**src/design/hpt_pkg.sv**
```systemverilog
// ---------------------------------------------------------------------------
// hpt_pkg
// Shared types, widths and register layout for the homogeneous point
// transform.
// ---------------------------------------------------------------------------
`default_nettype none

package hpt_pkg;

  localparam int COORD_BITS = 32;
  localparam int COEFF_BITS = 16;
  localparam int COORD_FRAC = 16;
  localparam int LANE_BITS  = 16;
  localparam int REG_BITS   = 4 * LANE_BITS;
  localparam int ADDR_BITS  = 5;
  localparam int NUM_REGS   = 4;

  localparam int PROD_W    = COORD_BITS + COEFF_BITS;
  localparam int TRANS_W   = COEFF_BITS + COORD_FRAC;
  localparam int SUM_W     = PROD_W + 2;
  localparam int MAG_W     = SUM_W;
  localparam int DIV_STEPS = MAG_W + COORD_FRAC;
  localparam int Q_W       = COORD_BITS;
  localparam int LATENCY   = 4 + DIV_STEPS + 1;

  localparam logic [1:0] REG_ROW_X = 2'd0;
  localparam logic [1:0] REG_ROW_Y = 2'd1;
  localparam logic [1:0] REG_ROW_Z = 2'd2;
  localparam logic [1:0] REG_ROW_T = 2'd3;

  localparam logic [REG_BITS-1:0] ONE_LANE  = REG_BITS'(1) << (COEFF_BITS - 4);
  localparam logic [REG_BITS-1:0] RST_ROW_X = ONE_LANE;
  localparam logic [REG_BITS-1:0] RST_ROW_Y = ONE_LANE << LANE_BITS;
  localparam logic [REG_BITS-1:0] RST_ROW_Z = ONE_LANE << (2 * LANE_BITS);
  localparam logic [REG_BITS-1:0] RST_ROW_T = ONE_LANE << (3 * LANE_BITS);

  typedef struct packed {
    logic signed [COORD_BITS-1:0] point_x;
    logic signed [COORD_BITS-1:0] point_y;
    logic signed [COORD_BITS-1:0] point_z;
  } in_word_t;

  typedef struct packed {
    logic signed [COORD_BITS-1:0] proj_x;
    logic signed [COORD_BITS-1:0] proj_y;
    logic signed [COORD_BITS-1:0] proj_z;
    logic                         w_was_zero;
    logic                         clipped;
  } out_word_t;

  typedef struct packed {
    logic [REG_BITS-1:0] row_x;
    logic [REG_BITS-1:0] row_y;
    logic [REG_BITS-1:0] row_z;
    logic [REG_BITS-1:0] row_t;
  } coeff_bank_t;

  typedef struct packed {
    logic [MAG_W-1:0] rem;
    logic [MAG_W-1:0] num;
    logic [Q_W-1:0]   q;
    logic             ovf;
    logic             neg;
  } div_lane_t;

  typedef struct packed {
    logic             valid;
    logic             wzero;
    logic [MAG_W-1:0] den;
    div_lane_t [2:0]  lanes;
  } div_word_t;

  function automatic logic signed [COEFF_BITS-1:0] coeff_lane(
    input logic [REG_BITS-1:0] row,
    input logic [1:0]          k
  );
    coeff_lane = $signed(row[k*LANE_BITS +: COEFF_BITS]);
  endfunction

endpackage

`default_nettype wire

```
**src/design/hpt_regs.sv**
```systemverilog
// ---------------------------------------------------------------------------
// hpt_regs
// Configuration register file: four 64-bit coefficient rows on an APB port.
// ---------------------------------------------------------------------------
`default_nettype none

module hpt_regs (
  input  wire logic                             clk,
  input  wire logic                             rst_n,
  input  wire logic                             psel,
  input  wire logic                             penable,
  input  wire logic                             pwrite,
  input  wire logic [hpt_pkg::ADDR_BITS-1:0]    paddr,
  input  wire logic [hpt_pkg::REG_BITS-1:0]     pwdata,
  output logic      [hpt_pkg::REG_BITS-1:0]     prdata,
  output logic                                  pready,
  output hpt_pkg::coeff_bank_t                  bank
);

  hpt_pkg::coeff_bank_t bank_r;
  logic [1:0]           idx;
  logic                 wr;

  assign pready = 1'b1;
  assign idx    = paddr[hpt_pkg::ADDR_BITS-1:3];
  assign wr     = psel & penable & pwrite;
  assign bank   = bank_r;

  always_ff @(posedge clk) begin
    if (!rst_n) begin
      bank_r.row_x <= hpt_pkg::RST_ROW_X;
      bank_r.row_y <= hpt_pkg::RST_ROW_Y;
      bank_r.row_z <= hpt_pkg::RST_ROW_Z;
      bank_r.row_t <= hpt_pkg::RST_ROW_T;
    end else if (wr) begin
      case (idx)
        hpt_pkg::REG_ROW_X: bank_r.row_x <= pwdata;
        hpt_pkg::REG_ROW_Y: bank_r.row_y <= pwdata;
        hpt_pkg::REG_ROW_Z: bank_r.row_z <= pwdata;
        hpt_pkg::REG_ROW_T: bank_r.row_t <= pwdata;
        default: ;
      endcase
    end
  end

  always_comb begin
    case (idx)
      hpt_pkg::REG_ROW_X: prdata = bank_r.row_x;
      hpt_pkg::REG_ROW_Y: prdata = bank_r.row_y;
      hpt_pkg::REG_ROW_Z: prdata = bank_r.row_z;
      hpt_pkg::REG_ROW_T: prdata = bank_r.row_t;
      default:            prdata = '0;
    endcase
  end

endmodule

`default_nettype wire

```
**config.mk**
```make
export PLATFORM = sky130hd
export DESIGN_NAME = hpt_regs
export DESIGN_NICKNAME = d
export VERILOG_FILES = /design/src/design/hpt_pkg.sv /design/src/design/hpt_regs.sv
export SDC_FILE = /design/constraint.sdc
export NUM_CORES = 1
export LEC_CHECK = 0
export BUFFER_PORTS_ARGS = -buffer_cell sky130_fd_sc_hd__buf_2
export CORE_AREA = 2 2 155 157
export DETAILED_ROUTE_END_ITERATION = 8
export DIE_AREA = 0 0 157 159
export HOLD_SLACK_MARGIN = 0.05
export PLACE_DENSITY = 0.77
export RECOVER_POWER = 50
export SYNTH_ARGS = -nofsm -noshare
export SYNTH_HDL_FRONTEND = slang
export SYNTH_SLANG_ARGS = --single-unit
```
**constraint.sdc**
```tcl
create_clock -name clk -period 1.7 [get_ports clk]
set_input_delay 0.255 -clock clk [delete_from_list [all_inputs] [get_ports clk]]
set_output_delay 0.255 -clock clk [all_outputs]
set_load 0.005 [all_outputs]
```
==> Word-level counts from Yosys, hierarchy flattened <==
Index checks and enable logic that the tools add are counted.
{ "classes": {"bitwise": 2, "n_eq_ne": 3, "muxes": 1, "n_reduce_logical": 5} }
{ "ops": {"columns": ["cell", "n"], "rows": [
  ["$pmux W64 S4", 1],
  ["$reduce_and A2 Y1", 4],
  ["$eq A2 B2 Y1 const B", 2],
  ["$and A1 B1 Y1", 2],
  ["$eq A2 B1 Y1 const B", 1],
  ["$logic_not A2 Y1", 1]
]} }
{ "totals": {"in_bits": 74, "wordCells": 15, "reg_bits": 256, "output_inout_bits": 321} }

==> Logic depth before layout (Yosys ltp) <==
{ "logic_depth": {"depth_word": 3, "depth_mapped": 6, "mapped_depth_nobuf": 3} }

==> Worst setup path before layout <==
OpenSTA, ideal clock, no wires.
{ "synth_path": {"path_type": "input to output", "startpoint": "input port paddr[4] (netlist bit)", "endpoint": "output port prdata[52] (netlist bit)", "t_required_ps": 1445, "stages": 3, "slack_ps": 221, "path_buffers": 2, "arrival_ps": 1224, "cell_sequence": "buf_2 buf_2 mux4_2"} }
{ "synth_between": {"elab_chain_len": 2, "word_cells_on_any_way": 5, "classes_between": "eq/ne: 3; mux: 1; reduce/logical: 1"} }
{ "synth_lines": {"columns": ["item", "line", "source"], "rows": [
  ["start: declaration", "hpt_regs.sv:13", "input wire logic [hpt_pkg::ADDR_BITS-1:0] paddr,"],
  ["$eq A2 B2 Y1, or another cell as far along", "hpt_regs.sv:47", "case (idx)"],
  ["$pmux W64 S4 (*)", "hpt_regs.sv:47", null],
  ["end: declaration", "hpt_regs.sv:15", "output logic [hpt_pkg::REG_BITS-1:0] prdata,"]
]} }
Every way passes the cells marked *; elsewhere a longest branch is shown, timed or not.

==> Final worst setup path <==
{ "layout_path": {"startpoint": "register bank_r (netlist bit bank[44])", "endpoint": "output port prdata[44] (netlist bit)"} }
{ "layout_between": {"elab_chain_len": 1} }
{ "layout_lines": {"columns": ["item", "line", "source"], "rows": [
  ["start: declaration", "hpt_regs.sv:20", "hpt_pkg::coeff_bank_t bank_r;"],
  ["$pmux W64 S4", "hpt_regs.sv:47", null]
]} }
No other way between the ends.

==> run metrics <==
port bufs 390; Vias/cell 5.270; Final TNS setup -0.5658 ns; post-synthesis mux area share 36.70%; die width 157 microns; CTS tree built; FF/Latch Area 5376 sq um; HP Class in2reg; final antenna-violating net count 0; Largest register FFs 256; Routed WL 35350 microns; clock skew 0 ns; gr ovfl total 0; worst path required time 1.44 ns; Total GRT Usage 27.11%; failing checks setup timing; critical path type reg2out; Crit Path Max Fanout 2; Slew Limit Fails 0; Cell variety after synth 22; fin crit period 1.770 ns; placed cell areas 13340 sq um; Worst Tran Pin Value 1.257 ns; Via Count 9771; Synth Area in Simple Gates 11.77%; Max-cap violations 0; syn avg cell area 10.97 sq um; post-route cell area 15510 sq um; num rows 56; critical path arrival 1.52 ns; die footprint 24960 sq um; Placer Congestion 0.8056; die height 159 microns; worst skew pair latency 0.53 ns; H-Tree Depth 1; Initial Utilization 46.81%; RSZ-0062 raised after global routing true; maximum buffer depth of the clock tree 3; syn_nets 1064; largest net degree at the start of global routing 58; final hold vios 0; PwrDens 849.1 nW/um^2; Synth Area in Adders 0%; maximum VDD drop 0.0005941 V; Clk pin slew, worst setup/hold paths 0.06 ns; area delta synth->final 42.90%; worst rel slew slack 16.21%; fin nets 1590; share of layout cells above drive strength 1 55.28%; clk sink count 256; vias in the first global route 9967; largest family of logic cells by synthesized area multiplexers; Synth Area in Compound Gates 0.1729%; Seq cells post-synth 256; cells after synthesis 990; global-route wire length before repair 54410 microns; fin crit share 104.1%; Critical Path Sink Type output port; Lkg Pwr 0.007798 uW; synthesized cell area 10860 sq um; Iteration-0 DRC Markers 691; CTS Buf Count 26; # DRC 0; highest clock rate 0.5648 GHz; status complete, but fails checks; worst setup margin -0.07039 ns; core area 23190 sq um; footprint of the multi-input gates 5289 sq um; FILL cells 1694; Clock Tree Root clkbuf_16; io pins 395; Final HPWL DP 22310 microns; sequential fraction of the synthesis area 47.21%; DR pass1 iterations 5; CP startpoint kind flip-flop; post-synthesis xor/xnor area fraction 0%; Syn. warnings 0; WL per Instance 19.06 microns; Final Setup Violations 33; initial antenna violation count 1
==> stage by stage <==
step                instances  total power, uW  utilization [%]  hold slack (ns)  setup WS [ns]
CTS                      1828            13190            66.72          0.05059       -0.06717
global placement         1659             7134            57.50           0.4521        0.06892
floorplan                 990             6772                -           0.4176         0.2210
detailed placement       1659             7154            57.50           0.4608        0.05145
global route             1853            13550            66.88          0.05987        -0.1012
finish                   1854            13170            66.89          0.06030       -0.07039
==> final cells by class <==
class                           instances  share of cell area, %
Clock inverter                          8                 0.9034
Antenna cell                            1                0.01613
Timing Repair Buffer                  578                  22.83
Multi-Input combinational cell        652                  34.09
Inverter                                2                0.04839
Clock buffer                           38                  4.880
Sequential cell                       256                  34.66
Tap cell                              319                  2.573
==> what timing repair did <==
action / in CTS / in global routing
endpoints found under the hold margin: 35 / 0
setup endpoints to repair: 63 / 64
hold buffers: 18 / 0
buffers inserted: 105 / 25
resized for setup: 173 / 42
==> cells by family (layout without fill, tap and decap cells) <==
| logic type | count (synthesis) | count (layout) |
|---|---|---|
| AND/OR/NAND/NOR | 330 | 330 |
| flip-flops | 256 | 256 |
| multiplexers | 318 | 318 |
| other | 1 | 2 |
| buffers and inverters | 82 | 626 |
| AO/OA/AOI/OAI | 3 | 3 |
==> routing by layer <==
layer | global-route usage (%) | vias up | part of all wire [%]
li1 | - | 4465 | -
met1 | 31.82 | 4786 | 38
met2 | 47.39 | 423 | 50
met3 | 5.825 | 97 | 7.5
met4 | 11.84 | 0 | 4.1
met5 | 0 | - | 0
==> cell usage after synthesis, drive strengths merged <==
cell type | n | share of area (%)
mux2i | 254 | 23
o21ai | 2 | 0.092
and3 | 1 | 0.058
nor3 | 2 | 0.14
buf | 47 | 2.9
o311ai | 1 | 0.081
dfxtp | 256 | 47
inv | 2 | 0.069
or3 | 1 | 0.058
nor2b | 4 | 0.23
mux4 | 64 | 13
clkbuf | 33 | 1.1
conb | 1 | 0.035
nand3 | 3 | 0.14
nand4 | 2 | 0.12
nand2 | 316 | 11
nor2 | 1 | 0.10
==> path summary, 6_finish.rpt <==
path | startpoint | end | slack [ns] | depth (start not counted)
worst max-delay path | bank[44] | prdata[44] | -0.07 | 2
worst min-delay path | pwdata[1] | bank[129] | 0.06 | 3
worst max register to register | bank[43] | bank[43] | 0.82 | 4
worst min register to register | bank[114] | bank[114] | 0.46 | 2
==> critical path: stages (launching register included) <==
cell,delay (ns)
dfxtp_2,0.32
mux4_2,0.52
buf_2,0.16
==> report_power, final <==
group,leakage [uW],internal [uW],switching (uW)
Clock,0.000442,3680,2370
Combinational,0.00519,457,531
Sequential,0.00216,6080,56.9
==> cells in the final DEF (no fill, tap or decap) <==
cell / count
nor2_1: 1
nand4_1: 2
bufinv_16: 4
and3_1: 1
dfxtp_4: 2
dfxtp_2: 195
nor2b_1: 4
nor3_2: 1
mux4_2: 64
clkbuf_16: 27
clkbuf_8: 4
buf_4: 140
dlygate4sd3_1: 18
inv_1: 2
conb_1: 1
o311ai_0: 1
clkbuf_4: 3
buf_2: 372
o21ai_0: 2
or3_1: 1
nand3_1: 2
nor3_1: 1
clkinv_2: 4
buf_8: 1
dfxtp_1: 59
clkbuf_1: 21
clkbuf_2: 8
diode_2: 1
nand2_1: 316
nand3_4: 1
mux2i_1: 254
buf_12: 8
buf_6: 14
Power figures use the tool's default switching activity.
