### src/design/hpt_pkg.sv
// ---------------------------------------------------------------------------
// hpt_pkg
// Shared types, widths and register layout for the homogeneous point
// transform.
// ---------------------------------------------------------------------------
`default_nettype none

package hpt_pkg;

  localparam int COORD_BITS = 32;
  localparam int COEFF_BITS = 16;
  localparam int COORD_FRAC = 16;
  localparam int LANE_BITS  = 16;
  localparam int REG_BITS   = 4 * LANE_BITS;
  localparam int ADDR_BITS  = 5;
  localparam int NUM_REGS   = 4;

  localparam int PROD_W    = COORD_BITS + COEFF_BITS;
  localparam int TRANS_W   = COEFF_BITS + COORD_FRAC;
  localparam int SUM_W     = PROD_W + 2;
  localparam int MAG_W     = SUM_W;
  localparam int DIV_STEPS = MAG_W + COORD_FRAC;
  localparam int Q_W       = COORD_BITS;
  localparam int LATENCY   = 4 + DIV_STEPS + 1;

  localparam logic [1:0] REG_ROW_X = 2'd0;
  localparam logic [1:0] REG_ROW_Y = 2'd1;
  localparam logic [1:0] REG_ROW_Z = 2'd2;
  localparam logic [1:0] REG_ROW_T = 2'd3;

  localparam logic [REG_BITS-1:0] ONE_LANE  = REG_BITS'(1) << (COEFF_BITS - 4);
  localparam logic [REG_BITS-1:0] RST_ROW_X = ONE_LANE;
  localparam logic [REG_BITS-1:0] RST_ROW_Y = ONE_LANE << LANE_BITS;
  localparam logic [REG_BITS-1:0] RST_ROW_Z = ONE_LANE << (2 * LANE_BITS);
  localparam logic [REG_BITS-1:0] RST_ROW_T = ONE_LANE << (3 * LANE_BITS);

  typedef struct packed {
    logic signed [COORD_BITS-1:0] point_x;
    logic signed [COORD_BITS-1:0] point_y;
    logic signed [COORD_BITS-1:0] point_z;
  } in_word_t;

  typedef struct packed {
    logic signed [COORD_BITS-1:0] proj_x;
    logic signed [COORD_BITS-1:0] proj_y;
    logic signed [COORD_BITS-1:0] proj_z;
    logic                         w_was_zero;
    logic                         clipped;
  } out_word_t;

  typedef struct packed {
    logic [REG_BITS-1:0] row_x;
    logic [REG_BITS-1:0] row_y;
    logic [REG_BITS-1:0] row_z;
    logic [REG_BITS-1:0] row_t;
  } coeff_bank_t;

  typedef struct packed {
    logic [MAG_W-1:0] rem;
    logic [MAG_W-1:0] num;
    logic [Q_W-1:0]   q;
    logic             ovf;
    logic             neg;
  } div_lane_t;

  typedef struct packed {
    logic             valid;
    logic             wzero;
    logic [MAG_W-1:0] den;
    div_lane_t [2:0]  lanes;
  } div_word_t;

  function automatic logic signed [COEFF_BITS-1:0] coeff_lane(
    input logic [REG_BITS-1:0] row,
    input logic [1:0]          k
  );
    coeff_lane = $signed(row[k*LANE_BITS +: COEFF_BITS]);
  endfunction

endpackage

`default_nettype wire

### src/design/hpt_fmt.sv
// ---------------------------------------------------------------------------
// hpt_fmt
// Result formatting: sign, saturation, zero divisor handling.
// ---------------------------------------------------------------------------
`default_nettype none

module hpt_fmt (
  input  wire logic               clk,
  input  wire logic               rst_n,
  input  wire hpt_pkg::div_word_t d_in,
  output logic                    out_strobe,
  output hpt_pkg::out_word_t      out_word
);

  localparam logic [hpt_pkg::Q_W-1:0] MAX_NEG = {1'b1, {(hpt_pkg::Q_W-1){1'b0}}};
  localparam logic [hpt_pkg::Q_W-1:0] MAX_POS = {1'b0, {(hpt_pkg::Q_W-1){1'b1}}};

  logic [hpt_pkg::Q_W-1:0] val [3];
  logic [2:0]              clip;
  hpt_pkg::out_word_t      ow_nxt;
  hpt_pkg::out_word_t      ow_r;
  logic                    strobe_r;

  always_comb begin
    for (int k = 0; k < 3; k++) begin
      clip[k] = 1'b0;
      if (d_in.wzero) begin
        val[k] = '0;
      end else if (d_in.lanes[k].neg) begin
        if (d_in.lanes[k].ovf || d_in.lanes[k].q > MAX_NEG) begin
          val[k]  = MAX_NEG;
          clip[k] = 1'b1;
        end else begin
          val[k] = (~d_in.lanes[k].q) + 1'b1;
        end
      end else begin
        if (d_in.lanes[k].ovf || d_in.lanes[k].q > MAX_POS) begin
          val[k]  = MAX_POS;
          clip[k] = 1'b1;
        end else begin
          val[k] = d_in.lanes[k].q;
        end
      end
    end
    ow_nxt.proj_x     = $signed(val[0]);
    ow_nxt.proj_y     = $signed(val[1]);
    ow_nxt.proj_z     = $signed(val[2]);
    ow_nxt.w_was_zero = d_in.wzero;
    ow_nxt.clipped    = |clip;
  end

  always_ff @(posedge clk) begin
    if (!rst_n) begin
      strobe_r <= 1'b0;
    end else begin
      strobe_r <= d_in.valid;
    end
  end

  always_ff @(posedge clk) begin
    ow_r <= ow_nxt;
  end

  assign out_strobe = strobe_r;
  assign out_word   = ow_r;

endmodule

`default_nettype wire

### config.mk
export PLATFORM = sky130hd
export DESIGN_NAME = hpt_fmt
export DESIGN_NICKNAME = d
export VERILOG_FILES = /design/src/design/hpt_pkg.sv /design/src/design/hpt_fmt.sv
export SDC_FILE = /design/constraint.sdc
export NUM_CORES = 1
export LEC_CHECK = 0
export BUFFER_PORTS_ARGS = -buffer_cell sky130_fd_sc_hd__buf_2
export CORE_AREA = 2 2 216 218
export DETAILED_ROUTE_END_ITERATION = 7
export DIE_AREA = 0 0 218 220
export GPL_TIMING_DRIVEN = 1
export SLEW_MARGIN = 20
export SYNTH_ARGS = -nofsm -noshare
export SYNTH_HDL_FRONTEND = slang
export SYNTH_SLANG_ARGS = --single-unit
export TNS_END_PERCENT = 20
### constraint.sdc
create_clock -name clk -period 3.15 [get_ports clk]
set_clock_uncertainty 0.05 [all_clocks]
set_input_delay 0.1575 -clock clk [delete_from_list [all_inputs] [get_ports clk]]
set_output_delay 0.1575 -clock clk [all_outputs]
set_load 0.01 [all_outputs]
After elaboration in Yosys (flattened, before gate mapping)
Cells that the tools add are included.
Storage, ports and cells
  register bits: 99
  input bits: 456
  output and inout port bits: 99
  logic and storage cells: 46
Operators by class
  add/sub/neg operators: 3
  order comparisons: 6
  muxes and demuxes: 21
  bitwise logic cells: 3
  reductions and logical operators: 7
Operator list (count)
  32-bit two-way mux: 9
  32-bit by 1-bit adder with 32-bit output, second input constant: 3
  32-bit by 31-bit greater-than comparator with 1-bit output, second input constant: 3
  32-bit greater-than comparator, second input constant: 3
  32-bit inverter: 3
  1-bit two-way mux: 12
  1-bit logical OR: 6
  3-bit OR reduction: 1

Longest topological paths before layout
Gate-level depths: netlist (run 1).
  depth in word-level cells: 6
  mapped depth: 10
  depth with buffers taken out: 7

Worst setup path after synthesis (run 1)
Ideal clock, no wire load.
  path type: input-to-reg
  start: input port d_in[3] in the netlist's numbering
  end: register ow_r (netlist bit out_word[0])
  library setup time: 0.125 ns
  data arrival time: 2.395 ns
  data required time: 2.975 ns
  setup slack: 0.580 ns
  cell stages on the path: 9
  buffers on the path: 2
  cells stage by stage: inv_1 -> ha_1 -> or3b_2 -> clkbuf_1 -> or4_4 -> buf_6 -> o31ai_2 -> o211ai_1 -> o41a_1
RTL lines
  start: declaration: line hpt_fmt.sv:10  | input wire hpt_pkg::div_word_t d_in,
  end signal: assignment: line hpt_fmt.sv:61  | ow_r <= ow_nxt;
  end: declaration: line hpt_fmt.sv:21  | hpt_pkg::out_word_t ow_r;

Worst setup path in the final report (run 1)
  start: input port d_in[12] in the netlist's numbering
  end: register ow_r (netlist bit out_word[78])
Between the ends
  longest elaborated chain between the ends: 4
  elaborated cells between the ends (all ways): 9
  those cells by class: add/sub: 1; order compare: 2; mux: 3; bitwise: 1; reduce/logical: 2
RTL lines
  32-bit inverter (tied with other cells): line hpt_fmt.sv:34  | val[k] = (~d_in.lanes[k].q) + 1'b1;
  32-bit by 1-bit adder with 32-bit output (tied with other cells): line hpt_fmt.sv:34
  32-bit two-way mux (on tied branches): line hpt_fmt.sv:30, hpt_fmt.sv:37
  32-bit two-way mux *: line hpt_fmt.sv:29  | end else if (d_in.lanes[k].neg) begin
Every way passes the cells marked *; elsewhere a longest branch is shown, timed or not.
A chain may end at the register's enable or synchronous reset.

==> results of run 1 <==
sequential cells by signal, summed over array words and instances, names as in the netlist:
| register | cells |
|---|---|
| out_word | 98 |
| out_strobe | 1 |
cells in the final DEF (no fill, tap or decap), types with 8 or more instances in the layout:
cell / instances
a211oi_1: 19
a211oi_2: 9
a21oi_1: 75
a311oi_1: 17
a31oi_1: 8
buf_2: 204
buf_4: 31
clkbuf_16: 9
dfxtp_1: 99
dlygate4sd3_1: 14
inv_1: 18
nand2_1: 47
nand2b_1: 8
nand3_1: 34
nand4_1: 17
nor2_1: 75
nor3_1: 45
nor4_1: 29
o21ai_0: 24
o22ai_1: 16
o31ai_1: 9
or3_1: 21
or4_1: 23
final cells by class:
| class | count | area, um^2 |
|---|---|---|
| diodes | 1 | 2.50 |
| clock buffers | 9 | 225 |
| clock inverters | 7 | 70.1 |
| fillers | 5224 | 37900 |
| inverters | 19 | 71.3 |
| multi-input cells | 567 | 3500 |
| flip-flops and latches | 99 | 1980 |
| well taps | 607 | 759 |
| repair buffers | 249 | 1390 |
Yosys cell counts (17+ instances only):
cell	instances	area, um^2
nor4_1	31	194
or4_1	23	173
a311oi_1	17	149
dfxtp_1	99	1980
a211oi_1	19	143
inv_1	18	67.6
nand3_1	34	170
nor3_1	45	225
o21ai_0	24	120
nor2_1	75	282
nand2_1	47	176
clkbuf_1	40	150
or3_1	21	131
a21oi_1	75	375
nand4_1	17	106
power breakdown:
group	internal, mW	leakage (nW)	switching [mW]	total, mW
clock network	0.557	0.141	0.559	1.12
registers	1.34	0.823	0.0277	1.36
logic	0.240	2.05	0.419	0.659
total	2.13	3.02	1.01	3.14
path summary, 6_finish.rpt:
| kind | from | end | slack (ns) | cells after the start |
|---|---|---|---|---|
| setup / recovery | d_in[12] | out_word[78] | 0.15 | 8 |
| hold / removal | d_in[29] | out_word[93] | 0.01 | 2 |
per-layer routing:
layer | track usage, % | vias up
met2 | 19.1 | 282
met4 | 4.17 | 0
met3 | 2.54 | 31
met5 | 0 | -
met1 | 14.2 | 3281
li1 | - | 3258
through the flow:
| step | instances | area [um^2] | worst slack (ns) |
|---|---|---|---|
| 2_1_floorplan | 734 | 5760 | 0.580 |
| 3_3_place_gp | 1527 | 7560 | 0.0293 |
| 3_5_place_dp | 1527 | 7560 | 0.0911 |
| 4_1_cts | 1557 | 8000 | 0.0942 |
| 5_1_grt | 1557 | 8000 | 0.0749 |
| 6_report | 1558 | 8010 | 0.146 |
timing repair:
action                                  CTS  global route
endpoints found under the setup margin    0             1
hold buffers                             14             0
resized for setup                         0             1
endpoints found under the hold margin    13             0
logic make-up after synthesis:
group                    count (synthesis)  synth area share (%)
AO/OA/AOI/OAI                          224                  27.5
XOR/XNOR                                 1                 0.152
adder cells (fa/ha/maj)                  3                 0.652
buffers and inverters                   68                  5.02
flip-flops                              99                  34.4
multiplexers                             5                 0.869
AND/OR/NAND/NOR                        334                  31.4
==> summary.txt, run 1 <==
Status
  • Outcome: complete, no violations

Worst setup path
  • Startpoint types: input pin
  • Critical path class: input pin to register
  • Worst Path Required: 3.34 ns
  • Crit path max-delay family: simple AND/OR/NAND/NOR gates
  • Crit path max-delay cell type: or4_1
  • Max stage delay on crit path: 0.67 ns
  • Critical path fanouts, max: 21
  • Crit path cell chain: dlygate4sd3_1, buf_2, or4_1, or4_4, o311ai_4, nand2_4, buf_4, a311oi_1
  • Crit path DAT: 3.20 ns
  • CP Capture Type: register
  • WP buf/inv: 3

GRT
  • Total track usage: 11.4%
  • Vias in the first global route: 6360
  • Largest net degree at the start of global routing: 48
  • Initial antenna violation count: 2
  • First-pass GRT wire length: 41.2 mm
  • Total gr overflow: 0

Timing
  • Final setup viols: 0
  • Period utilisation layout: 95.4%
  • Measured slew at the worst slew-check pin: 1.07 ns
  • Min Clock Period, post-route: 3.00 ns
  • Setup TNS: 0 ns
  • RSZ-0062 raised after global routing: no
  • Hold Slack: 0.0113 ns
  • Slew Limit Fails: 0
  • Max-slew headroom: 28.4%
  • Fin. Hold Viols: 0
  • Timing-limited maximum frequency: 333 MHz

Clock network
  • Htree depth: 3
  • CTS Sinks: 99
  • CTS clk-pin slew, worst paths: 0.07 ns
  • CTS Buffer Depth: 2
  • Root buf cell: clkbuf_16
  • TritonCTS clock tree: built
  • Setup Buffers After CTS: 0
  • Total CTS buffers: 9

Finish
  • Final nets: 1404
  • Final core occ: 17.5%
  • Area Overhead vs Synth: 39.0%
  • Share of cells above drive strength 1: 30.7%

Detailed routing
  • Vias: 6852
  • DR vias/cell: 4.40
  • Drt drc: 0
  • Routed met3 length: 1.74 mm
  • Post-route ant nets: 0
  • DRT met1 WL: 11.8 mm
  • Max layer used: met4
  • Routed WL: 27.9 mm
  • Met2 WL: 13.5 mm
  • Per-cell routed wire length: 17.9 um
  • DR iter-0 viols: 588
  • DRT Pass-1 Iters: 5

Job
  • Max Cap Viol: 0

Logic synthesis
  • Synth Net Count: 1193
  • Cell area after synthesis: 5760 um^2
  • Prevailing post-synth register cell: dfxtp_1
  • Cells after synthesis: 734
  • EDFF count, synth: 0
  • Yosys warning count: 0
  • Post-synthesis sequential area ratio: 34.4%
  • Yosys cell types: 66
  • Yosys reg bits: 99
  • Syn Area/Cell: 7.85 um^2
  • Asr flop ratio synth: 0%

Worst hold path
  • Hold Path Class: input pin to register

Floorplanning
  • IO Count: 555
  • Die width: 218 um
  • Row count: 79
  • Core Box Area: 45900 um^2
  • Starting Density: 12.6%
  • Die Height: 220 um
  • Die ar.: 48000 um^2

Placement
  • Placer Congestion: 0.854
  • IO buf count: 204
  • Detailed-placement wirelength estimate: 22.1 mm

Power and ir drop
  • Power Total: 3.14 mW
  • Power Density: 392 nW/um^2
  • Static leakage: 3.02 nW
  • VDD IR-drop max: 0.000378 V
Power figures use the tool's default switching activity.
==> run 2, diff against run 1 <==
--- a/config.mk
+++ b/config.mk
@@ -6,9 +6,9 @@
 export NUM_CORES = 1
 export LEC_CHECK = 0
 export BUFFER_PORTS_ARGS = -buffer_cell sky130_fd_sc_hd__buf_2
-export CORE_AREA = 2 2 216 218
+export CORE_AREA = 3 3 217 219
 export DETAILED_ROUTE_END_ITERATION = 7
-export DIE_AREA = 0 0 218 220
+export DIE_AREA = 0 0 220 222
 export GPL_TIMING_DRIVEN = 1
 export SLEW_MARGIN = 20
 export SYNTH_ARGS = -nofsm -noshare
==> summary.txt, run 2 (synthesis gave the netlist of run 1 again) <==
Detailed routing
  • DR vias/cell: 4.49 (was 4.40)
  • DR iter-0 viols: 655 (was 588)
  • Routed WL: 27.5 mm (was 27.9 mm)
  • Drt drc: 0 (unchanged)
  • DRT Pass-1 Iters: 5 (unchanged)
  • Per-cell routed wire length: 17.6 um (was 17.9 um)
  • Post-route ant nets: 0 (unchanged)
  • Vias: 6992 (was 6852)

Floorplanning
  • Die width: 220 um (was 218 um)
  • Starting Density: 12.7% (was 12.6%)
  • IO Count: 555 (unchanged)
  • Die ar.: 48800 um^2 (was 48000 um^2)
  • Row count: 78 (was 79)
  • Die Height: 222 um (was 220 um)
  • Core Box Area: 45300 um^2 (was 45900 um^2)

Clock network
  • Root buf cell: clkbuf_16 (unchanged)
  • CTS Buffer Depth: 2 (unchanged)
  • Total CTS buffers: 9 (unchanged)
  • CTS resizes: 0 (unchanged)
  • CTS Sinks: 99 (unchanged)
  • Htree depth: 3 (unchanged)
  • CTS clk-pin slew, worst paths: 0.08 ns (was 0.07 ns)
  • TritonCTS clock tree: built (unchanged)

GRT
  • Largest net degree at the start of global routing: 49 (was 48)
  • Total gr overflow: 0 (unchanged)
  • Initial antenna violation count: 5 (was 2)
  • First-pass GRT wire length: 41.0 mm (was 41.2 mm)
  • Total track usage: 10.9% (was 11.4%)
  • Vias in the first global route: 6412 (was 6360)

Worst setup path
  • Crit path DAT: 3.21 ns (was 3.20 ns)
  • Crit path max-delay family: simple AND/OR/NAND/NOR gates (unchanged)
  • Startpoint types: input pin (unchanged)
  • Worst Path Required: 3.41 ns (was 3.34 ns)
  • WP buf/inv: 3 (unchanged)
  • Crit path max-delay cell type: or4_1 (unchanged)
  • Critical path fanouts, max: 16 (was 21)
  • Max stage delay on crit path: 0.61 ns (was 0.67 ns)
  • CP Capture Type: register (unchanged)
  • Critical path class: input pin to register (unchanged)
  • Crit path cell chain: dlygate4sd3_1, buf_2, or3_1, or4_1, nor4_4, o21bai_2, nor4_1, buf_4 (was dlygate4sd3_1, buf_2, or4_1, or4_4, o311ai_4, nand2_4, buf_4, a311oi_1)

Finish
  • Area Overhead vs Synth: 39.6% (was 39.0%)
  • Antenna Cells: 0 (was 1)
  • # fillers: 5196 (was 5224)
  • Commonest non-fill, non-tap cell in the layout: buf_2 (unchanged)
  • Share of cells above drive strength 1: 30.9% (was 30.7%)
  • Final nets: 1411 (was 1404)
  • Final core occ: 17.8% (was 17.5%)
  • Flip-flop count of the largest register after layout: 98 (unchanged)
  • Most frequent cells in the layout: 204 x buf_2, 99 x dfxtp_1, 75 x nor2_1, 75 x a21oi_1, 47 x nand2_1 (unchanged)

Status
  • Outcome: complete, no violations (unchanged)

Placement
  • Detailed-placement wirelength estimate: 21.4 mm (was 22.1 mm)
  • IO buf count: 204 (unchanged)
  • Placer Congestion: 0.867 (was 0.854)

Timing
  • RSZ-0062 raised after global routing: no (unchanged)
  • Period utilisation layout: 93.5% (was 95.4%)
  • Fin. Hold Viols: 0 (unchanged)
  • Hold Slack: 0.0331 ns (was 0.0113 ns)
  • Timing-limited maximum frequency: 340 MHz (was 333 MHz)
  • Max-slew headroom: 32.9% (was 28.4%)
  • Measured slew at the worst slew-check pin: 1.01 ns (was 1.07 ns)
  • Setup TNS: 0 ns (unchanged)
  • Slew Limit Fails: 0 (unchanged)
  • Final setup viols: 0 (unchanged)
  • Min Clock Period, post-route: 2.94 ns (was 3.00 ns)

Power and ir drop
  • Power Total: 3.16 mW (was 3.14 mW)
  • VDD IR-drop max: 0.000212 V (was 0.000378 V)
  • Static leakage: 3.04 nW (was 3.02 nW)
  • Power Density: 393 nW/um^2 (was 392 nW/um^2)

Job
  • Max Cap Viol: 0 (unchanged)

Worst hold path
  • Hold Path Class: input pin to register (unchanged)
==> run 2: changes by cell type in the layout (fill, tap and decap cells not counted) <==
| cell | change |
|---|---|
| buf_4 | +5 |
| clkinv_4 | -1 |
| clkinv_8 | -1 |
| clkinvlp_4 | +1 |
| diode_2 | -1 |
| dlygate4sd3_1 | +2 |
| inv_6 | -1 |
| inv_8 | +2 |
| nor4_1 | +1 |
| nor4_2 | -1 |
==> run 2: repair_timing <==
item	in CTS	in global routing
endpoints found under the hold margin	15	0
hold buffers	16	0
buffers inserted	0	0
==> run 2: final timing paths <==
check / startpoint / end / slack, ns / cells past startpoint
worst max-delay path: d_in[275] / out_word[25] / 0.21 / 8
worst min-delay path: d_in[273] / out_word[5] / 0.03 / 2
==> run 2: cell type report <==
type	instances	area [um^2]	area share, %
Clock buffer	9	225	2.80
Inverter	19	71.3	0.887
Clock inverter	7	66.3	0.825
Tap cell	600	751	9.33
Timing Repair Buffer	256	1450	18.0
Multi-Input combinational cell	567	3500	43.5
Sequential cell	99	1980	24.6
==> run 2: layer usage <==
layer / part of all wire [%] / vias to the layer above / global-route usage [%]
li1: - / 3293 / -
met4: 2.9 / 6 / 3.68
met3: 7.3 / 42 / 2.71
met5: 0.13 / - / 0
met1: 42 / 3337 / 13.7
met2: 48 / 314 / 18.1
==> run 2: stage by stage <==
| stage | instances | worst slack [ns] | area (um^2) |
|---|---|---|---|
| final | 1557 | 0.205 | 8040 |
| after global routing | 1557 | 0.0733 | 8040 |
| after CTS | 1557 | 0.152 | 8040 |
| after detailed placement | 1525 | 0.0705 | 7590 |
| after global placement | 1525 | 0.0326 | 7590 |
| after floorplan | 734 | 0.580 | 5760 |
==> run 2: power by group <==
group / internal, mW / switching, mW
logic: 0.245 / 0.412
clock network: 0.558 / 0.578
registers: 1.34 / 0.0276
