**src/design/hpt_pkg.sv**
```systemverilog
// ---------------------------------------------------------------------------
// hpt_pkg
// Shared types, widths and register layout for the homogeneous point
// transform.
// ---------------------------------------------------------------------------
`default_nettype none

package hpt_pkg;

  localparam int COORD_BITS = 32;
  localparam int COEFF_BITS = 16;
  localparam int COORD_FRAC = 16;
  localparam int LANE_BITS  = 16;
  localparam int REG_BITS   = 4 * LANE_BITS;
  localparam int ADDR_BITS  = 5;
  localparam int NUM_REGS   = 4;

  localparam int PROD_W    = COORD_BITS + COEFF_BITS;
  localparam int TRANS_W   = COEFF_BITS + COORD_FRAC;
  localparam int SUM_W     = PROD_W + 2;
  localparam int MAG_W     = SUM_W;
  localparam int DIV_STEPS = MAG_W + COORD_FRAC;
  localparam int Q_W       = COORD_BITS;
  localparam int LATENCY   = 4 + DIV_STEPS + 1;

  localparam logic [1:0] REG_ROW_X = 2'd0;
  localparam logic [1:0] REG_ROW_Y = 2'd1;
  localparam logic [1:0] REG_ROW_Z = 2'd2;
  localparam logic [1:0] REG_ROW_T = 2'd3;

  localparam logic [REG_BITS-1:0] ONE_LANE  = REG_BITS'(1) << (COEFF_BITS - 4);
  localparam logic [REG_BITS-1:0] RST_ROW_X = ONE_LANE;
  localparam logic [REG_BITS-1:0] RST_ROW_Y = ONE_LANE << LANE_BITS;
  localparam logic [REG_BITS-1:0] RST_ROW_Z = ONE_LANE << (2 * LANE_BITS);
  localparam logic [REG_BITS-1:0] RST_ROW_T = ONE_LANE << (3 * LANE_BITS);

  typedef struct packed {
    logic signed [COORD_BITS-1:0] point_x;
    logic signed [COORD_BITS-1:0] point_y;
    logic signed [COORD_BITS-1:0] point_z;
  } in_word_t;

  typedef struct packed {
    logic signed [COORD_BITS-1:0] proj_x;
    logic signed [COORD_BITS-1:0] proj_y;
    logic signed [COORD_BITS-1:0] proj_z;
    logic                         w_was_zero;
    logic                         clipped;
  } out_word_t;

  typedef struct packed {
    logic [REG_BITS-1:0] row_x;
    logic [REG_BITS-1:0] row_y;
    logic [REG_BITS-1:0] row_z;
    logic [REG_BITS-1:0] row_t;
  } coeff_bank_t;

  typedef struct packed {
    logic [MAG_W-1:0] rem;
    logic [MAG_W-1:0] num;
    logic [Q_W-1:0]   q;
    logic             ovf;
    logic             neg;
  } div_lane_t;

  typedef struct packed {
    logic             valid;
    logic             wzero;
    logic [MAG_W-1:0] den;
    div_lane_t [2:0]  lanes;
  } div_word_t;

  function automatic logic signed [COEFF_BITS-1:0] coeff_lane(
    input logic [REG_BITS-1:0] row,
    input logic [1:0]          k
  );
    coeff_lane = $signed(row[k*LANE_BITS +: COEFF_BITS]);
  endfunction

endpackage

`default_nettype wire

```
**src/design/hpt_div_cell.sv**
```systemverilog
// ---------------------------------------------------------------------------
// hpt_div_cell
// One restoring division step for three lanes sharing a divisor.
// ---------------------------------------------------------------------------
`default_nettype none

module hpt_div_cell (
  input  wire logic               clk,
  input  wire logic               rst_n,
  input  wire hpt_pkg::div_word_t d_in,
  output hpt_pkg::div_word_t      d_out
);

  hpt_pkg::div_word_t       d_nxt;
  hpt_pkg::div_word_t       d_r;
  logic [hpt_pkg::MAG_W:0]  trial [3];
  logic [hpt_pkg::MAG_W:0]  diff [3];
  logic [2:0]               ge;

  always_comb begin
    d_nxt = d_in;
    for (int k = 0; k < 3; k++) begin
      trial[k] = {d_in.lanes[k].rem, d_in.lanes[k].num[hpt_pkg::MAG_W-1]};
      diff[k]  = trial[k] - {1'b0, d_in.den};
      ge[k]    = (trial[k] >= {1'b0, d_in.den});
      d_nxt.lanes[k].rem = ge[k] ? diff[k][hpt_pkg::MAG_W-1:0]
                                 : trial[k][hpt_pkg::MAG_W-1:0];
      d_nxt.lanes[k].num = {d_in.lanes[k].num[hpt_pkg::MAG_W-2:0], 1'b0};
      d_nxt.lanes[k].q   = {d_in.lanes[k].q[hpt_pkg::Q_W-2:0], ge[k]};
      d_nxt.lanes[k].ovf = d_in.lanes[k].ovf | d_in.lanes[k].q[hpt_pkg::Q_W-1];
    end
  end

  always_ff @(posedge clk) begin
    if (!rst_n) begin
      d_r.valid <= 1'b0;
    end else begin
      d_r <= d_nxt;
    end
  end

  assign d_out = d_r;

endmodule

`default_nettype wire

```
**config.mk**
```make
export PLATFORM = sky130hd
export DESIGN_NAME = hpt_div_cell
export DESIGN_NICKNAME = d
export VERILOG_FILES = /design/src/design/hpt_pkg.sv /design/src/design/hpt_div_cell.sv
export SDC_FILE = /design/constraint.sdc
export NUM_CORES = 1
export LEC_CHECK = 0
export ABC_AREA = 1
export BUFFER_PORTS_ARGS = -buffer_cell sky130_fd_sc_hd__buf_2
export CORE_AREA = 4 4 353 355
export DETAILED_ROUTE_END_ITERATION = 7
export DIE_AREA = 0 0 357 359
export SLEW_MARGIN = 10
export SYNTH_ARGS = -nofsm -noshare
export SYNTH_HDL_FRONTEND = slang
export SYNTH_SLANG_ARGS = --single-unit
```
**constraint.sdc**
```tcl
create_clock -name clk -period 4.4 [get_ports clk]
set_clock_uncertainty 0.2 [all_clocks]
set_input_delay 0.44 -clock clk [delete_from_list [all_inputs] [get_ports clk]]
set_output_delay 0.44 -clock clk [all_outputs]
set_load 0.01 [all_outputs]
```
# Word-level counts from Yosys, hierarchy flattened
# Index checks and enable logic that the tools add are counted.
[op_classes]
addsub = 3
magnitude_cmp = 3
muxes = 3
bitwise = 3
[op_table]
columns = ["operator", "n"]
rows = [
  ["51-bit by 50-bit greater-or-equal comparator with 1-bit output", 3],
  ["50-bit 2-to-1 mux", 3],
  ["50-bit subtractor", 3],
  ["1-bit bitwise OR", 3],
]
[word_totals]
register_bits = 451
out_inout_bits = 454
word_cells = 30

# Longest topological paths before layout
# Gate-level depths: netlist of run 1.
[depth]
ltp_word = 2
mapped_depth = 16
ltp_nobuf = 16

# Worst setup path after synthesis of run 1
# OpenSTA, ideal clock, no wires.
[synth_timing]
path_type = "in2reg"
start = "in d_in[403] (netlist name)"
end = "reg d_r (netlist bit d_out[259]) (data pin)"
setup_time_ns = 0.253
arrival_ns = 2.053
required_time_ns = 3.947
slack_ns = 1.894
cell_stages = 13
path_cell_list = "inv_1 > ha_1 > nand2_1 > nor2_1 > or2_1 > nand3_1 > nand3b_2 > nand2_2 > nand3_2 > buf_6 > buf_6 > nand3_1 > nand2_1"
[synth_lines]
columns = ["item", "line_no", "source"]
rows = [
  ["start: declaration", "hpt_div_cell.sv:10", "input wire hpt_pkg::div_word_t d_in,"],
  ["end signal: assignment", "hpt_div_cell.sv:38", "d_r <= d_nxt;"],
  ["end: declaration", "hpt_div_cell.sv:15", "hpt_pkg::div_word_t d_r;"],
]

==> results of run 1 <==
-- metal layers --
layer  part of all wire (%)  vias to the layer above  GRT usage, %
met3                    7.4                      253          5.75
met5                   0.10                        -             0
li1                       -                    14600             -
met1                     38                    14800          31.1
met2                     50                     1222          49.3
met4                    4.0                       30          8.72
-- final cells by class --
type                    instances  area, µm²
diodes                         49        123
clock buffers                  70       1540
clock inverters                40        438
fillers                     13100      79200
inverters                     782       2940
multi-input cells            2468      12300
flip-flops and latches        451      13500
well taps                    1625       2030
repair buffers               1372       9270
-- logic make-up after synthesis --
logic type | count (synthesis) | share of synthesized area, %
flip-flops | 451 | 46.6
AND/OR/NAND/NOR | 2025 | 29.3
buffers and inverters | 827 | 11.1
AO/OA/AOI/OAI | 201 | 3.78
adder cells (fa/ha/maj) | 153 | 6.66
other | 1 | 0.0129
XOR/XNOR | 86 | 2.59
-- cells in the mapped netlist (all sizes together) --
cell and number:
buf 26, ha 150, dfxtp 1, nand2 1374
clkinv 1, nand4 100, fa 3, o21ai 90
nand3b 51, a21oi 87, nor2 291, or2 8
and2 8, xor2 86, edfxtp 450, nor4 5
clkbuf 19, o21bai 19, inv 781, o21a 5
nand3 162, conb 1, nor3 26
-- timing repair --
item / CTS / global route
buffers inserted: 0 / 0
setup endpoints to repair: 0 / 0
hold buffers: 434 / 0
hold endpoints to repair: 431 / 0
-- power by group through the flow --
stage | combinational, mW | sequential, mW | clock, mW
finish | 4.05 | 5.46 | 5.06
global route | 4.37 | 5.49 | 5.38
CTS | 4.07 | 5.46 | 5.19
detailed placement | 3.69 | 5.54 | 0
global placement | 3.69 | 5.54 | 0
floorplan | 1.57 | 5.73 | 0
-- metrics by stage --
stage          hold slack, ns  area [µm²]
6_report               0.0360       42200
4_1_cts               0.00391       42100
3_5_place_dp            0.418       35700
2_1_floorplan           0.333       29100
3_3_place_gp            0.417       35700
5_1_grt               0.00933       42100
-- final timing paths --
kind,end,slack (ns),cells after the start
max,d_out[95],0.88,17
min,d_out[127],0.04,3
==> impl_metrics.ini, run 1 <==
[clock_tree]
cts_buffer_depth = 3
htreeDepth = 2
clkTransAtPathRegs_ns = 0.06
clock_sinks = 451
cts_resized = 0
cts_buffers = 59
cts_root_buffer = clkbuf_16
cts_tree = yes

[timing]
max_freq_mhz = 284
setup_slack_ns = 0.875
rsz0062_at_grt = false
finalWorstPathRequiredPeriod_ns = 3.52
slew_violations = 0
setup_violations = 0
max_slew_margin_pct = 34.4
min_period_over_period_pct = 80.1
hold_violations = 0
fin_setup_tns_ns = 0
worst_pin_slew_ns = 0.984

[final_layout]
largest_reg_flops = 451
layout-drive-gt1-share_pct = 21.4
layout_common_cells = nand2_1 (1367), buf_2 (905), inv_1 (752)
postLayoutCoreUtil_pct = 34.8
syn2layout_area_growth_pct = 45.1
instances_no_fill = 6857
final_nets = 5743
final_common_cell = nand2_1

[critical_path]
crit_path_frequent_cell = nand2_1
crit_arrival_ns = 3.74
cp_top_family = buffers and inverters
critical_path_buf_inv_count = 5
crit_chain = dlygate4sd3_1 > buf_2 > inv_1 > ha_1 > nand2_1 > inv_1 > nand2_1 > nand2_1 > nand2_1 > nand2_1 > nand2_1 > nand2_1 > a21oi_4 > nand3_2 > buf_12 > nand2_1 > o21ai_0
worstSetupPathType = input port to flip-flop
required_ns = 4.61
worstSetupStartpointType = input port
cp-startpoint = d_in[423]
cp-end-kind = flip-flop
path_max_fanout = 77
max_stage_delay_ns = 0.61
critPathSlowestCell = dlygate4sd3_1

[placed_design]
place_ws_ns = 0.782
placed_cells_incl_taps = 6264
place.gp.congestion = 1.01
hpwlAfterDp_um = 155000
io_buffers = 906

[run]
timing.max_cap.violations = 0

[drt]
routed_wl_um = 180000
post_drt_wl_per_cell_um = 26.2
drt-initial-drc-count = 2898
vias = 31000
drtPass1Iterations = 5
drc = 0
avgViaCountPerCell = 4.51
ant_nets = 0

[worst_hold_path]
hold_path.class = input port to flip-flop
hold_path.startpoint = d_in[126]

[floorplan]
dieArea_um2 = 128000
core_um2 = 121000
fp-row-count = 128
ios = 910
chipHeight_um = 359
start_util_pct = 23.9
fp.dieW_um = 357

[global_route]
grt_pass1_wl_um = 240000
grt_max_degree = 87
overflow = 0
antenna_found_initial = 81
grtUsageTotal_pct = 26.9
first_global_vias = 30500

[synthesis]
postSynthCellCount = 3744
yosysTopAreaCell = edfxtp_1
yosysUniqueCellTypes = 40
ys_ff_latch = 451
synthTopCellsByArea = edfxtp_1 (46%), nand2_1 (18%), inv_1 (9.7%), ha_1 (6.5%), nor2_1 (3.4%)
synth.cell_area_um2 = 29100
avgSynthCellArea_um2 = 7.76
synth_top_area_share_pct = 46.5
yosys_warnings = 0
ys_seq_area_share_pct = 46.6

[power_and_ir_drop]
power_frac_comb_pct = 27.8
clkPwrFrac_pct = 34.7
swShare_pct = 34.1
net-switching-power_mw = 4.96
peakVddDrop_mv = 0.305
power_density_nw_per_um2 = 345
p_total_mw = 14.6
p_leak_nw = 21.1
pwr-share-seq_pct = 37.5
power.internal_mw = 9.60

[run_status]
status = finished, final reports clean
No activity file was read; power rests on OpenSTA's default activity.
==> inputs of run 2 (changes only) <==
Settings changed: ABC_AREA 1 to 0, CORE_AREA 4 4 353 355 to 4 4 354 356, DIE_AREA 0 0 357 359 to 0 0 358 360.
Clock period 4.4 ns to 3.01 ns, I/O delays scaled along.
==> impl_metrics.ini, run 2 <==
[drt]
post_drt_wl_per_cell_um = 25.3
drtPass1Iterations = 5
drt-initial-drc-count = 1514
avgViaCountPerCell = 4.37
routed_wl_um = 145000
drc = 0
ant_nets = 0
vias = 25200

[global_route]
grt_pass1_wl_um = 193000
antenna_found_initial = 63
grtUsageTotal_pct = 21.1
first_global_vias = 25600
overflow = 0
grt_max_degree = 99

[synthesis]
synth_flop_cell = edfxtp_1
synthArstFlopShare_pct = 0
synth_top_area_share_pct = 56.6
ys_seq_area_share_pct = 56.7
yosysTopAreaCell = edfxtp_1
ys_top_cells_by_count = edfxtp_1 (450), a21oi_1 (248), ha_1 (150)
ys_ff_latch = 451
synth.most_common_cell = edfxtp_1
synth.cell_area_um2 = 23900
yosys_warnings = 0
yosysUniqueCellTypes = 73
synthTopCellsByArea = edfxtp_1 (57%), ha_1 (7.9%), a21oi_1 (5.2%), xnor2_1 (3.2%), nand2_1 (2.3%)
postSynthCellCount = 2066
avgSynthCellArea_um2 = 11.5
synth-edff-count = 450

[final_layout]
final_common_cell = buf_2
final_nets = 4667
layout_common_cells = buf_2 (898), buf_4 (624), dlygate4sd3_1 (452)
instances_no_fill = 5757
layout-drive-gt1-share_pct = 45.7
syn2layout_area_growth_pct = 80.9
largest_reg_flops = 451

[critical_path]
crit_chain = buf_2 > inv_1 > buf_4 > ha_1 > a21oi_1 > or4b_4 > a311oi_4 > buf_6 > o21ai_2 > nor2_2 > or2_1 > o21a_4 > buf_8 > mux2_4
path_max_fanout = 5
required_ns = 3.19
cp-end-kind = flip-flop
critPathSlowestCell = or4b_4
crit_arrival_ns = 3.29
worstSetupStartpointType = input port
worstSetupPathType = input port to flip-flop
max_stage_delay_ns = 0.54

[clock_tree]
cts_tree = yes
cts_root_buffer = clkbuf_16
clock_sinks = 451
cts_buffer_depth = 3
cts_buffers = 56
htreeDepth = 2
clkTransAtPathRegs_ns = 0.07

[placed_design]
place.gp.congestion = 0.937
placed_cells_incl_taps = 5135
hpwlAfterDp_um = 117000
io_buffers = 906
place_ws_ns = -0.990

[timing]
hold_violations = 0
slew_violations = 0
finalWorstPathRequiredPeriod_ns = 3.10
max_freq_mhz = 322
setup_violations = 16
max_slew_margin_pct = 55.6
min_period_over_period_pct = 103
rsz0062_at_grt = true
setup_slack_ns = -0.0917
worst_pin_slew_ns = 0.660

[power_and_ir_drop]
peakVddDrop_mv = 0.443
p_leak_nw = 19.0
power_density_nw_per_um2 = 512

[floorplan]
ios = 910
start_util_pct = 19.6
core_um2 = 122000
fp-row-count = 128
fp.dieW_um = 358
dieArea_um2 = 129000
chipHeight_um = 360

[run_status]
status = finished, violations left
violations = negative setup slack

[run]
timing.max_cap.violations = 0

[worst_hold_path]
hold_path.class = input port to flip-flop
## run 2: logic make-up after synthesis
group	Yosys count	synth area share, %
compound gates	625	16.0
simple gates	464	9.06
flops	451	56.7
buf+inv	201	3.40
fa+ha+maj	153	8.12
xor+xnor	134	4.92
mux	37	1.74
other cells	1	0.0157
## run 2: power breakdown
group | switching (mW) | leakage, nW | total (mW) | internal (mW)
Combinational | 3.45 | 13.6 | 6.55 | 3.11
Clock | 3.05 | 0.975 | 7.49 | 4.44
Sequential | 0.299 | 4.41 | 8.04 | 7.75
Total | 6.79 | 19.0 | 22.1 | 15.3
## run 2: path summary, 6_finish.rpt
kind  startpoint         end  cells past startpoint
max    d_in[408]  d_out[388]                     14
min    d_in[352]  d_out[353]                      3
## run 2: final cells by class
class | count | area [µm²]
Antenna cell | 27 | 67.6
Clock buffer | 62 | 1450
Clock inverter | 43 | 556
Fill cell | 12200 | 78600
Inverter | 115 | 465
Multi-Input combinational cell | 1416 | 10600
Sequential cell | 451 | 13500
Tap cell | 1625 | 2030
Timing Repair Buffer | 2018 | 14400
## run 2: through the flow
stage                     hold WS [ns]  area [µm²]  util, %  setup TNS (ns)  power [mW]
after floorplan                  0.200       24200        -          -22.49        10.5
after CTS                       -0.300       42000     34.5         -0.0873        22.0
final                           0.0398       43200     35.5          -0.495        22.1
after global placement           0.277       35200     29.0         -122.49        13.9
after detailed placement         0.279       35200     29.0         -129.24        13.9
after global routing           0.00566       43100     35.4           -4.00        23.0
## run 2: critical path: cells and delay by family
kind	cells	cell delay (ns)
simple gates	3	0.86
mux	1	0.33
compound gates	4	0.78
fa+ha+maj	1	0.25
buf+inv	5	0.76
## run 2: what timing repair did
action                                  CTS  global route
pin swaps                                18            58
hold buffers                            450             2
cloned                                    1             2
setup buffers                             7            32
resized for setup                        42           174
hold endpoints to repair                470             2
endpoints found under the setup margin  138           141
## run 2: layer usage
metal / vias to the layer above / share of wire (%) / global-route usage (%) / wire length (µm)
li1: 11800 / - / - / -
met1: 12200 / 37 / 23.5 / 54100
met2: 962 / 51 / 38.6 / 73900
met3: 235 / 6.9 / 4.59 / 10000
met4: 22 / 5.0 / 9.08 / 7220
met5: - / 0.087 / 0 / 126
==> inputs of run 3 (changes only) <==
--- a/config.mk
+++ b/config.mk
@@ -12,2 +12,3 @@
 export DIE_AREA = 0 0 358 360
+export GPL_TIMING_DRIVEN = 0
 export SLEW_MARGIN = 10
==> constraint.sdc (replaced) <==
create_clock -name clk -period 3.01 [get_ports clk]
set_clock_uncertainty 0.2 [all_clocks]
set_input_delay 0.903 -clock clk [delete_from_list [all_inputs] [get_ports clk]]
set_output_delay 0.903 -clock clk [all_outputs]
set_load 0.01 [all_outputs]
==> impl_metrics.ini, run 3 (same netlist as run 2, synthesis figures left out) <==
[clock_tree]
clkTransAtPathRegs_ns = 0.06
clock_sinks = 451
cts_buffer_depth = 3
cts_tree = yes
htreeDepth = 2
cts_root_buffer = clkbuf_16
cts_buffers = 61

[power_and_ir_drop]
clkPwrFrac_pct = 34.7
peakVddDrop_mv = 0.445
net-switching-power_mw = 6.87
power_density_nw_per_um2 = 571
p_leak_nw = 15.4
power.internal_mw = 14.6
pwr-share-seq_pct = 36.9
power_frac_comb_pct = 28.4
p_total_mw = 21.5
swShare_pct = 32.0

[placed_design]
hpwlAfterDp_um = 116000
place_ws_ns = -2.36
io_buffers = 906
place.gp.congestion = 0.917
placed_cells_incl_taps = 4604

[floorplan]
fp-row-count = 128
fp.dieW_um = 358
chipHeight_um = 360
dieArea_um2 = 129000
core_um2 = 122000
start_util_pct = 19.6
ios = 910

[final_layout]
final_nets = 3757
largest_reg_flops = 451
layout_common_cells = buf_2 (895), edfxtp_1 (450), a21oi_1 (153)
instances_no_fill = 4861
layout-drive-gt1-share_pct = 50.7
syn2layout_area_growth_pct = 57.4
fill_cells = 12600
final_common_cell = buf_2

[global_route]
first_global_vias = 22100
antenna_found_initial = 123
overflow = 0
grt_pass1_wl_um = 186000
grtUsageTotal_pct = 20.9
grt_max_degree = 101

[timing]
setup_slack_ns = -0.703
hold_violations = 0
setup_violations = 153
max_slew_margin_pct = 51.9
finalWorstPathRequiredPeriod_ns = 3.71
max_freq_mhz = 269
rsz0062_at_grt = true
worst_pin_slew_ns = 0.721
fin_setup_tns_ns = -86.94
slew_violations = 0
min_period_over_period_pct = 123

[drt]
routed_wl_um = 143000
post_drt_wl_per_cell_um = 29.4
drt-initial-drc-count = 1452
ant_nets = 0
avgViaCountPerCell = 4.56
drc = 0
vias = 22200
drtPass1Iterations = 5

[critical_path]
critPathSlowestCell = a211o_4
cp_top_family = buffers and inverters
critical_path_buf_inv_count = 10
required_ns = 3.21
cp-end-kind = flip-flop
worstSetupPathType = input port to flip-flop
crit_chain = buf_8 > clkinvlp_4 > buf_6 > buf_12 > ha_4 > nor2b_4 > o31ai_4 > a211o_1 > a211o_4 > a31oi_4 > buf_12 > a21oi_4 > nand3_1 > a31o_1 > clkbuf_16 > buf_8 > buf_16 > buf_12 > buf_8 > a21oi_2
max_stage_delay_ns = 0.39
crit_arrival_ns = 3.92
path_max_fanout = 7
worstSetupStartpointType = input port

[run_status]
status = finished, violations left
violations = negative setup slack

[run]
timing.max_cap.violations = 0

[worst_hold_path]
hold_path.class = input port to flip-flop
[run 3: changes by cell type in the layout (fill, tap and decap cells not counted), sizes merged]
cell         change
diode            +9
clkinvlp        +19
bufinv           -6
clkinv           +1
buf            -490
clkbuf          +39
inv             -16
dlygate4sd3    -452
[run 3: routing by layer]
metal,up-vias,GRT usage [%],wire [µm]
met2,963,38.2,72700
met5,-,0,334
met3,294,8.05,13900
li1,10000,-,-
met1,10900,20.8,47600
met4,54,9.63,8210
[run 3: per-stage QoR]
stage               cell area (µm²)  utilization [%]  hold slack [ns]
global route                  37500             30.8            0.159
global placement              30900             25.3            0.880
detailed placement            31000             25.5            0.881
finish                        37500             30.8            0.211
CTS                           36300             29.8            0.141
floorplan                     24300                -            0.802
[run 3: final cells by class]
cell class	count	area, µm²	area share, %
tap	1625	2030	5.42
buffer	44	612	1.63
clock buffer	74	1620	4.30
clock inverter	41	419	1.12
inverter	115	532	1.42
timing repair buffer	1059	6500	17.3
sequential	451	13500	36.0
multi-input combinational	1416	12200	32.5
antenna	36	90.1	0.240
[run 3: power by group through the flow]
stage | clock network, mW | logic [mW] | registers (mW)
2_1_floorplan | 0 | 2.09 | 8.41
3_3_place_gp | 0 | 4.80 | 8.13
3_5_place_dp | 0 | 4.82 | 8.04
4_1_cts | 7.72 | 5.79 | 7.92
5_1_grt | 7.99 | 6.48 | 7.97
6_report | 7.44 | 6.10 | 7.92
[run 3: path summary, 6_finish.rpt]
check | depth (start not counted) | endpoint | slack [ns] | startpoint
setup / recovery | 20 | d_out[257] | -0.70 | d_in[403]
hold / removal | 1 | d_out[204] | 0.21 | d_in[203]
[run 3: timing repair]
| action | 4_1_cts | 5_1_grt |
|---|---|---|
| hold buffers | 0 | 0 |
| buffers inserted | 98 | 46 |
| hold endpoints to repair | 0 | 0 |
| pin swaps | 93 | 97 |
| gates resized for setup | 451 | 233 |
| cloned | 15 | 5 |
| endpoints found under the setup margin | 153 | 153 |
